## src/hdl/ssfb_pkg.sv

```systemverilog
package ssfb_pkg;

  localparam int MAX_CHARS  = 16;
  localparam int NUM_DIGITS = 4;

  // frame: data cmd, addr cmd, digits, display-on cmd
  localparam int FRAME_LEN = NUM_DIGITS + 3;
  localparam int CNT_W     = $clog2(MAX_CHARS + 1);
  localparam int IDX_W     = $clog2(FRAME_LEN);
  localparam int DIG_W     = (NUM_DIGITS > 1) ? $clog2(NUM_DIGITS) : 1;
  localparam int BRIGHT_W  = 3;

  localparam logic [7:0] CMD_DATA  = 8'h40;
  localparam logic [7:0] CMD_ADDR  = 8'hC0;
  localparam logic [7:0] CMD_ON    = 8'h88;
  localparam logic [7:0] SEG_POINT = 8'h80;
  localparam logic [7:0] SEG_DASH  = 8'h40;
  localparam logic [7:0] SEG_BLANK = 8'h00;

  localparam logic [BRIGHT_W-1:0] BRIGHT_RST = 3'd7;

  localparam logic [7:0] CH_DOT  = 8'h2E;
  localparam logic [7:0] CH_DASH = 8'h2D;
  localparam logic [7:0] CH_0    = 8'h30;
  localparam logic [7:0] CH_9    = 8'h39;
  localparam logic [7:0] CH_UA   = 8'h41;
  localparam logic [7:0] CH_UF   = 8'h46;
  localparam logic [7:0] CH_LA   = 8'h61;
  localparam logic [7:0] CH_LF   = 8'h66;

  localparam logic [7:0] GLYPH_ROM [16] = '{
    8'h3F, 8'h06, 8'h5B, 8'h4F, 8'h66, 8'h6D, 8'h7D, 8'h07,
    8'h7F, 8'h6F, 8'h77, 8'h7C, 8'h39, 8'h5E, 8'h79, 8'h71
  };

  typedef struct packed {
    logic [7:0] character;
    logic       end_of_string;
  } in_t;

  typedef struct packed {
    logic [7:0] bus_byte;
    logic       start_before;
    logic       stop_after;
    logic       last_of_run;
  } out_t;

  // one captured frame; seg[0] is the leftmost digit
  typedef struct packed {
    logic [NUM_DIGITS-1:0][7:0] seg;
    logic [BRIGHT_W-1:0]        bright;
  } frame_t;

  function automatic logic [7:0] encode_glyph(input logic [7:0] ch);
    logic [7:0] ofs;
    logic [7:0] seg;
    ofs = 8'h00;
    seg = SEG_BLANK;
    if (ch >= CH_0 && ch <= CH_9) begin
      ofs = ch - CH_0;
      seg = GLYPH_ROM[ofs[3:0]];
    end else if (ch >= CH_UA && ch <= CH_UF) begin
      ofs = ch - CH_UA + 8'd10;
      seg = GLYPH_ROM[ofs[3:0]];
    end else if (ch >= CH_LA && ch <= CH_LF) begin
      ofs = ch - CH_LA + 8'd10;
      seg = GLYPH_ROM[ofs[3:0]];
    end else if (ch == CH_DASH) begin
      seg = SEG_DASH;
    end
    return seg;
  endfunction

endpackage

```

## src/hdl/ssfb_window.sv

```systemverilog
module ssfb_window (
  input  logic                        clk,
  input  logic                        rst_n,
  input  logic                        accept,
  input  ssfb_pkg::in_t               in_data,
  input  logic [ssfb_pkg::BRIGHT_W-1:0] bright,
  output logic                        frame_ld,
  output ssfb_pkg::frame_t            frame
);
  import ssfb_pkg::*;

  logic [NUM_DIGITS-1:0][7:0] win_r, win_nxt, win_upd;
  logic [CNT_W-1:0]           cnt_r, cnt_nxt, cnt_upd;

  always_comb begin
    win_upd = win_r;
    cnt_upd = cnt_r;
    if (cnt_r < CNT_W'(MAX_CHARS)) begin
      if (in_data.character == CH_DOT) begin
        // leading dot has no digit to attach to
        if (cnt_r != '0) begin
          win_upd[NUM_DIGITS-1] = win_r[NUM_DIGITS-1] | SEG_POINT;
        end
      end else begin
        for (int i = 0; i < NUM_DIGITS - 1; i++) begin
          win_upd[i] = win_r[i+1];
        end
        win_upd[NUM_DIGITS-1] = encode_glyph(in_data.character);
        cnt_upd = cnt_r + CNT_W'(1);
      end
    end
  end

  always_comb begin
    win_nxt = win_r;
    cnt_nxt = cnt_r;
    if (accept) begin
      if (in_data.end_of_string) begin
        win_nxt = '0;
        cnt_nxt = '0;
      end else begin
        win_nxt = win_upd;
        cnt_nxt = cnt_upd;
      end
    end
  end

  assign frame_ld     = accept && in_data.end_of_string;
  assign frame.seg    = win_upd;
  assign frame.bright = bright;

  always_ff @(posedge clk) begin
    if (!rst_n) begin
      win_r <= '0;
      cnt_r <= '0;
    end else begin
      win_r <= win_nxt;
      cnt_r <= cnt_nxt;
    end
  end

endmodule

```

## src/hdl/ssfb_emitter.sv

```systemverilog
module ssfb_emitter (
  input  logic              clk,
  input  logic              rst_n,
  input  logic              frame_ld,
  input  ssfb_pkg::frame_t  frame,
  output logic              busy,
  output logic              out_valid,
  input  logic              out_ready,
  output ssfb_pkg::out_t    out_data
);
  import ssfb_pkg::*;

  localparam logic [IDX_W-1:0] LAST_IDX = IDX_W'(FRAME_LEN - 1);
  localparam logic [IDX_W-1:0] SEG_LAST = IDX_W'(FRAME_LEN - 2);

  logic              frm_vld_r, frm_vld_nxt;
  frame_t            frm_r, frm_nxt;
  logic [IDX_W-1:0]  idx_r, idx_nxt;
  logic [IDX_W-1:0]  seg_idx;
  logic              out_vld_r, out_vld_nxt;
  out_t              out_r, out_nxt;
  out_t              beat;
  logic              load_out;

  assign load_out = frm_vld_r && (!out_vld_r || out_ready);
  assign seg_idx  = idx_r - IDX_W'(2);

  always_comb begin
    beat = '0;
    if (idx_r == '0) begin
      beat.bus_byte     = CMD_DATA;
      beat.start_before = 1'b1;
      beat.stop_after   = 1'b1;
    end else if (idx_r == IDX_W'(1)) begin
      beat.bus_byte     = CMD_ADDR;
      beat.start_before = 1'b1;
    end else if (idx_r == LAST_IDX) begin
      beat.bus_byte     = CMD_ON | {5'b0, frm_r.bright};
      beat.start_before = 1'b1;
      beat.stop_after   = 1'b1;
      beat.last_of_run  = 1'b1;
    end else begin
      beat.bus_byte   = frm_r.seg[seg_idx[DIG_W-1:0]];
      beat.stop_after = (idx_r == SEG_LAST);
    end
  end

  always_comb begin
    frm_vld_nxt = frm_vld_r;
    frm_nxt     = frm_r;
    idx_nxt     = idx_r;
    out_vld_nxt = out_vld_r;
    out_nxt     = out_r;
    if (out_ready) begin
      out_vld_nxt = 1'b0;
    end
    if (load_out) begin
      out_vld_nxt = 1'b1;
      out_nxt     = beat;
      if (idx_r == LAST_IDX) begin
        idx_nxt     = '0;
        frm_vld_nxt = 1'b0;
      end else begin
        idx_nxt = idx_r + IDX_W'(1);
      end
    end
    // loads only arrive while the frame slot is empty
    if (frame_ld) begin
      frm_vld_nxt = 1'b1;
      frm_nxt     = frame;
    end
  end

  always_ff @(posedge clk) begin
    if (!rst_n) begin
      frm_vld_r <= 1'b0;
      idx_r     <= '0;
      out_vld_r <= 1'b0;
    end else begin
      frm_vld_r <= frm_vld_nxt;
      idx_r     <= idx_nxt;
      out_vld_r <= out_vld_nxt;
    end
    frm_r <= frm_nxt;
    out_r <= out_nxt;
  end

  assign busy      = frm_vld_r;
  assign out_valid = out_vld_r;
  assign out_data  = out_r;

endmodule

```

## src/hdl/seven_segment_string_frame_builder_core.sv

```systemverilog
// Seven-segment string formatter. Characters of a display string arrive one
// per input beat (in_data.character, with in_data.end_of_string on the final
// one) and are taken one per clock. Hex digits 0-9, A-F, a-f become glyphs,
// '-' the middle bar, any other byte a blank digit; a '.' lights the point of
// the previous digit (leading dots dropped). The last four digits are kept
// right-aligned, blank-padded on the left, and after 16 kept characters the
// rest of the string is ignored. The end-of-string beat is folded in first,
// then a seven-beat command frame goes out: 0x40 (start+stop), 0xC0 (start),
// four segment bytes leftmost first (stop after the fourth), and 0x88 |
// brightness (start+stop, last_of_run). Output beats come from a register,
// one per clock while out_ready is high. The frame is held in a one-deep
// frame buffer: plain characters keep flowing while it drains, but a second
// end-of-string beat waits (in_ready low) until the previous frame's last
// beat has entered the output register. The first result beat of a frame
// passes through the frame slot, then the output register. Brightness
// (cfg_wr_data, reset 7) is written with cfg_wr_en and sampled when the
// frame is captured.
module seven_segment_string_frame_builder_core (
  input  logic                          clk,
  input  logic                          rst_n,
  // character input
  input  logic                          in_valid,
  output logic                          in_ready,
  input  ssfb_pkg::in_t                 in_data,
  // bus byte output
  output logic                          out_valid,
  input  logic                          out_ready,
  output ssfb_pkg::out_t                out_data,
  // brightness register
  input  logic                          cfg_wr_en,
  input  logic [ssfb_pkg::BRIGHT_W-1:0] cfg_wr_data
);
  import ssfb_pkg::*;

  logic [BRIGHT_W-1:0] bright_r, bright_nxt;
  logic                accept;
  logic                frame_ld;
  logic                frame_busy;
  frame_t              frame;

  // only a frame-ending beat needs the frame slot
  assign in_ready = !(frame_busy && in_data.end_of_string);
  assign accept   = in_valid && in_ready;

  assign bright_nxt = cfg_wr_en ? cfg_wr_data : bright_r;

  always_ff @(posedge clk) begin
    if (!rst_n) begin
      bright_r <= BRIGHT_RST;
    end else begin
      bright_r <= bright_nxt;
    end
  end

  // digit window: encode + shift per character, snapshot on end of string
  ssfb_window u_window (
    .clk      (clk),
    .rst_n    (rst_n),
    .accept   (accept),
    .in_data  (in_data),
    .bright   (bright_r),
    .frame_ld (frame_ld),
    .frame    (frame)
  );

  // frame buffer + beat sequencer + output register
  ssfb_emitter u_emitter (
    .clk       (clk),
    .rst_n     (rst_n),
    .frame_ld  (frame_ld),
    .frame     (frame),
    .busy      (frame_busy),
    .out_valid (out_valid),
    .out_ready (out_ready),
    .out_data  (out_data)
  );

endmodule

```

## config.mk

```make
export PLATFORM = sky130hd
export DESIGN_NAME = seven_segment_string_frame_builder_core
export DESIGN_NICKNAME = d
export VERILOG_FILES = /design/src/hdl/ssfb_pkg.sv /design/src/hdl/ssfb_window.sv /design/src/hdl/ssfb_emitter.sv /design/src/hdl/seven_segment_string_frame_builder_core.sv
export SDC_FILE = /design/constraint.sdc
export NUM_CORES = 1
export LEC_CHECK = 0
export BUFFER_PORTS_ARGS = -buffer_cell sky130_fd_sc_hd__buf_2
export CAP_MARGIN = 20
export CORE_MARGIN = 2
export CORE_UTILIZATION = 45
export CTS_CLUSTER_SIZE = 8
export DETAILED_ROUTE_END_ITERATION = 6
export PLACE_DENSITY = 0.74
export SYNTH_ARGS = -nofsm -noshare
export SYNTH_HDL_FRONTEND = slang
export SYNTH_SLANG_ARGS = --single-unit
```

## constraint.sdc

```tcl
create_clock -name clk -period 2.4 [get_ports clk]
set_clock_uncertainty 0.15 [all_clocks]
set_input_delay 0.24 -clock clk [delete_from_list [all_inputs] [get_ports clk]]
set_output_delay 0.24 -clock clk [all_outputs]
set_load 0.005 [all_outputs]
```

Word-level counts from Yosys, hierarchy flattened
Memories as Yosys holds them, arrays and structs flattened. Index checks and enable logic that the tools add are counted.

Bits in registers: 91. Latch bits: 0. RAM bits: 0. ROM bits: 384. Bits of input ports: 17. Output and inout bits: 13. Logic and storage cells: 102. Memories: 3.

Memory list: (no name shown) (words 16, bits a word 8, read ports 1, clocked after Yosys merged registers in 0, write ports 0, line ssfb_pkg.sv:61) `seg = GLYPH_ROM[ofs[3:0]];`; (no name shown) (words 16, bits a word 8, read ports 1, clocked after Yosys merged registers in 0, write ports 0, line ssfb_pkg.sv:64) `seg = GLYPH_ROM[ofs[3:0]];`; (no name shown) (words 16, bits a word 8, read ports 1, clocked after Yosys merged registers in 0, write ports 0, line ssfb_pkg.sv:67) `seg = GLYPH_ROM[ofs[3:0]];`.

$add $sub $neg: 8. Multipliers: 0. Div/mod/pow operators: 0. $lt $le $gt $ge: 11. Eq/ne operators: 6. Shift-type cells: 0. Mux-type cells: 31. Bitwise logic cells: 3. Reduce and logical (&&, ||, !) cells: 20.

Operators with widths (count): $mux W8 (13); $mux W32 (2); $mux W24 (1); $bmux W8 S2 (1); $eq A8 B6 Y1 const B (2); $ge A8 B7 Y1 const B (2); $le A8 B7 Y1 const B (2); $ge A5 B5 Y1 const B (3); $mux W5 (3); $not A4 Y5 (3); $sub A4 B1 Y4 const B (3); $mux W9 (1); $add A4 B4 Y4 const B (2); $ge A8 B6 Y1 const B (1); $le A8 B6 Y1 const B (1); $reduce_bool A2 Y1 (4); $logic_and A1 B1 Y1 (7); $mux W1 (7); $mux W7 (1); $eq A3 B3 Y1 const B (2); $add A5 B1 Y5 const B (1); $lt A5 B5 Y1 const B (1); $reduce_bool A5 Y1 (1); $add A3 B1 Y3 const B (1); other kinds (13) (14).

Logic depth before layout (Yosys ltp)
Word-level depth: 12. Mapped depth: 10.

Modules after synthesis
A second synthesis with hierarchy kept.

Cell total of the unflattened synthesis: 443. Area, all modules: 4451.8 µm².

Modules (own cells, without submodules): ssfb_window (instances 1, cells each 318, area each 2396.0 µm², seq. area each 740.7 µm²); ssfb_emitter (instances 1, cells each 114, area each 1944.4 µm², seq. area each 1481.4 µm²); seven_segment_string_frame_builder_core (instances 1, cells each 11, area each 111.4 µm², seq. area each 60.1 µm²).

Worst setup path after synthesis
No wires, ideal clock.

Path kind: input to register. Start: input in_data[3] (netlist name). End: register u_emitter.frm_r[27] (netlist name), data pin. Setup time: 0.152 ns. Arrival: 1.890 ns. Setup slack: 0.207 ns. Stages on the path: 8. Cell sequence: clkbuf_1 -> inv_1 -> ha_1 -> clkbuf_1 -> or3_1 -> a31oi_1 -> o21bai_1 -> o21ai_0.

RTL lines: start: declaration (line seven_segment_string_frame_builder_core.sv:24) `input ssfb_pkg::in_t in_data,`; end signal: assignment (line ssfb_emitter.sv:84) `frm_r <= frm_nxt;`; end: declaration (line ssfb_emitter.sv:17) `frame_t frm_r, frm_nxt;`.

Worst setup path after layout
Start: input in_data[1] (netlist name). End: register u_window.win_r[27] (netlist name).

Longest elaborated chain between the ends: 12. Elaborated cells on any way between the ends: 33.

RTL lines: $sub A4 B1 Y4 (line ssfb_pkg.sv:63, ssfb_pkg.sv:66); $add A4 B4 Y4 (line ssfb_pkg.sv:63, ssfb_pkg.sv:66); $not A4 Y5 (implied by the code) (line ssfb_pkg.sv:64, ssfb_pkg.sv:67); $mem_v2 Z16 W8; $mux W8 (implied by the code) (2 in a row) (line ssfb_pkg.sv:67); $mux W8 (line ssfb_pkg.sv:65) `end else if (ch >= CH_LA && ch <= CH_LF) begin`; $mux W8 (line ssfb_pkg.sv:62) `end else if (ch >= CH_UA && ch <= CH_UF) begin`; $mux W8 (line ssfb_pkg.sv:59) `if (ch >= CH_0 && ch <= CH_9) begin`; $mux W8 * (line ssfb_window.sv:19) `if (in_data.character == CH_DOT) begin`; $mux W32 * (line ssfb_window.sv:18) `if (cnt_r < CNT_W'(MAX_CHARS)) begin`; $mux W32 * (line ssfb_window.sv:38) `if (in_data.end_of_string) begin`; end signal: assignment (line ssfb_window.sv:57) `win_r <= win_nxt;`; end: declaration (line ssfb_window.sv:12) `logic [NUM_DIGITS-1:0][7:0] win_r, win_nxt, win_upd;`.

Mark *: on every way between the ends. The rest lies on a longest branch, timed or not. The select of a mux whose other input is x is not followed. A chain may end at the register's enable or synchronous reset.

==> results.tsv <==
stage	metric	value	unit
status	status	finished, final reports clean	
synthesis	ys_warn_count	0	
global_routing	grt-ovfl-total	0	
synthesis	synth_top_area_share	30.88	%
die	start_util	45.97	%
synthesis	synth_edf_count	46	
clocking	clkTransAtPathRegs	0.09	ns
route	drc	0	
final_layout	fin_util	52.56	%
route	vias	3407	
placed_design	pre_cts_ws	0.1464	ns
placed_design	postPlaceCellArea	0.004880	mm²
synthesis	synth_common_cells	nand2_1 (96), edfxtp_1 (46), dfxtp_1 (45), nor2b_1 (37), nor2_1 (28)	
clocking	cts_made_buffers	9	
final_layout	antenna_cells	0	
synthesis	synth_seq_cells	91	
die	die_h	103.7	µm
worst_hold_path	hold_path_class	in2reg	
global_routing	grt_usage	18.08	%
synthesis	synth_area_leader_cell	edfxtp_1	
power_and_ir_drop	power_density	596.9	mW/mm²
sta	finalHoldViolations	0	
power_and_ir_drop	seq_power_share	55.6	%
worst_setup_path	crit_chain	buf_2 > ha_1 > ha_1 > mux4_2 > nor2_1 > a311oi_1 > a211oi_1	
power_and_ir_drop	comb_power_share	10.1	%
sta	fmax	519.9	MHz
clocking	clockBufferDepth	2	
sta	slew_viol_final	0	
worst_setup_path	endpoint_kind	register	
worst_setup_path	path_depth	7	
global_routing	grt_pass1_vias	3347	
worst_setup_path	crit_top_cell	ha_1	
power_and_ir_drop	clockPowerShare	34.3	%
worst_setup_path	crit_path_max_incr_delay	0.53	ns
final_layout	area_growth	14.32	%
power_and_ir_drop	p_int	2.316	mW
sta	fin_crit_sh	80.14	%
worst_setup_path	worst-path-buf-inv	1	
die	pin_count	30	
worst_setup_path	arrival	2.04	ns
worst_setup_path	worstSetupStartpointType	input pin	
synthesis	synth_most_common_cell	nand2_1	
final_layout	drive_gt1_share	16.93	%
clocking	cts_resized	0	
synthesis	synth.net_count	486	
placed_design	post-place-cells	616	
global_routing	antenna_found_initial	0	
worst_setup_path	cpMaxStageDelayCell	mux4_2	
synthesis	ys_async_sr_fraction	0	%
synthesis	synth_ff_type	edfxtp_1	
placed_design	port_buffers	29	
synthesis	synth_area_leaders	edfxtp_1 (31%), dfxtp_1 (20%), nand2_1 (8.1%)	
die	die_x	103.7	µm
clocking	htreeDepth	3	
synthesis	synth.avg_cell_area	9.745	µm²
clocking	tritoncts	done	
power_and_ir_drop	p_leak	1.921	nW
route	vias_per_cell	5.365	
synthesis	synth_cell_types	58	
sta	finalWorstSetupSlack	0.4767	ns
route	drt_iter0_drc	150	
synthesis	syn_area	0.004473	mm²
route	drt_pre_antenna_iters	5	
clocking	insertion_delay	0.35	ns
die	core	0.009729	mm²
worst_setup_path	cpLargestDelayFamily	adder cells	
sta	slew_headroom	60.69	%
sta	final-setup-viol-count	0	
sta	max_slew.worst_pin.slew	0.5888	ns
final_layout	postLayoutCellArea	0.005114	mm²
sta	finalSetupTns	0	ns
placed_design	dpl.hpwl	6.616	mm
worst_hold_path	min_path_cells	3	
sta	final.min_clock_period	1.923	ns
placed_design	place_congestion	0.8177	
worst_setup_path	worstSetupPathType	in2reg	
global_routing	grt_max_degree	39	
final_layout	stdcell_count	635	
power_and_ir_drop	peakVddDrop	0.0002526	V
worst_setup_path	crit_required	2.51	ns
clocking	cts_root_buf	clkbuf_8	
clocking	clkSinkCount	91	
die	dieArea	0.01075	mm²
route	ant_nets	0	
route	wirelength	9.267	mm
final_layout	nNetsFinal	524	
power_and_ir_drop	power_switching	736.4	µW
run	cap_violations	0	
worst_setup_path	worst-path-max-fanout	10	
sta	rsz0062_at_grt	false	
global_routing	grt_pass1_wl	16.04	mm
synthesis	synthCells	459	
power_and_ir_drop	sw_frac_of_total	24.13	%
die	std_cell_rows	36	
route	wl_per_cell	14.59	µm
worst_setup_path	reg2reg_depth	4	
synthesis	ys_seq_area_share	51.02	%
[final cells by class]
cell class              count  area (µm²)
inverters                  12       45.04
clock inverters             5       62.56
multi-input cells         327        2036
clock buffers              11       141.4
repair buffers             56       380.4
fillers                   872        4616
flip-flops and latches     91        2282
well taps                 133       166.4
[path summary, 6_finish.rpt]
path,start,slack (ns),endpoint
worst max-delay path,in_data[1],0.48,u_window.win_r[27]
worst min-delay path,cfg_wr_en,0.02,bright_r[2]
worst max register to register,u_emitter.idx_r[1],0.53,u_emitter.out_data[3]
worst min register to register,bright_r[0],0.30,u_emitter.frm_r[0]
[power by group through the flow]
stage | Sequential, mW | Combinational [mW] | Clock, mW
global placement | 1.73 | 0.299 | 0
CTS | 1.70 | 0.306 | 1.06
detailed placement | 1.73 | 0.301 | 0
finish | 1.70 | 0.307 | 1.05
global route | 1.70 | 0.339 | 1.12
floorplan | 1.72 | 0.198 | 0
[layout by cell type (no fill, tap or decap), types with 11 or more instances in the layout]
| cell type | count |
|---|---|
| a21oi_1 | 13 |
| a22oi_1 | 27 |
| buf_2 | 29 |
| buf_4 | 22 |
| dfxtp_1 | 45 |
| edfxtp_1 | 46 |
| inv_1 | 12 |
| mux2i_1 | 11 |
| nand2_1 | 96 |
| nor2_1 | 28 |
| nor2b_1 | 37 |
| o21ai_0 | 16 |
[metrics by stage]
step | power [mW] | hold slack [ns]
finish | 3.052 | 0.01908
global route | 3.165 | 0.02312
CTS | 3.064 | 0.01080
detailed placement | 2.034 | 0.2708
global placement | 2.031 | 0.2701
floorplan | 1.921 | 0.2181
[cell families (layout without fill, tap and decap cells)]
logic type      Yosys count  count (layout)  share of synthesized area [%]
simple gates            194             194                          20.36
compound gates          100             100                          15.94
buf+inv                  41              84                          3.636
flops                    91              91                          51.02
fa+ha+maj                10              10                          2.797
xor+xnor                  3               3                         0.7554
mux                      20              20                          5.482
[sequential cells by signal, summed over array words and instances, names as in the netlist]
| signal | count |
|---|---|
| u_emitter.busy | 1 |
| u_window.cnt_r | 5 |
| u_emitter.out_data | 11 |
| u_emitter.out_valid | 1 |
| bright_r | 3 |
| u_emitter.frm_r | 35 |
| u_window.win_r | 32 |
| u_emitter.idx_r | 3 |
[worst min-delay path, cell delays in order]
cell     delay, ns
buf_2         0.13
mux2i_1       0.08
nand2_1       0.05
[repair_timing]
item,in CTS,in global routing
hold buffers,3,0
setup buffers,0,0
hold endpoints to repair,3,0
[routing by layer]
metal | up-vias | wire, µm | global-route usage [%]
met5 | - | 0 | 0
met4 | 0 | 106 | 5.212
met3 | 11 | 311 | 3.335
met2 | 72 | 4627 | 32.02
met1 | 1616 | 4221 | 22.56
li1 | 1708 | - | -
Note: power is estimated with default switching activity, not from simulation.
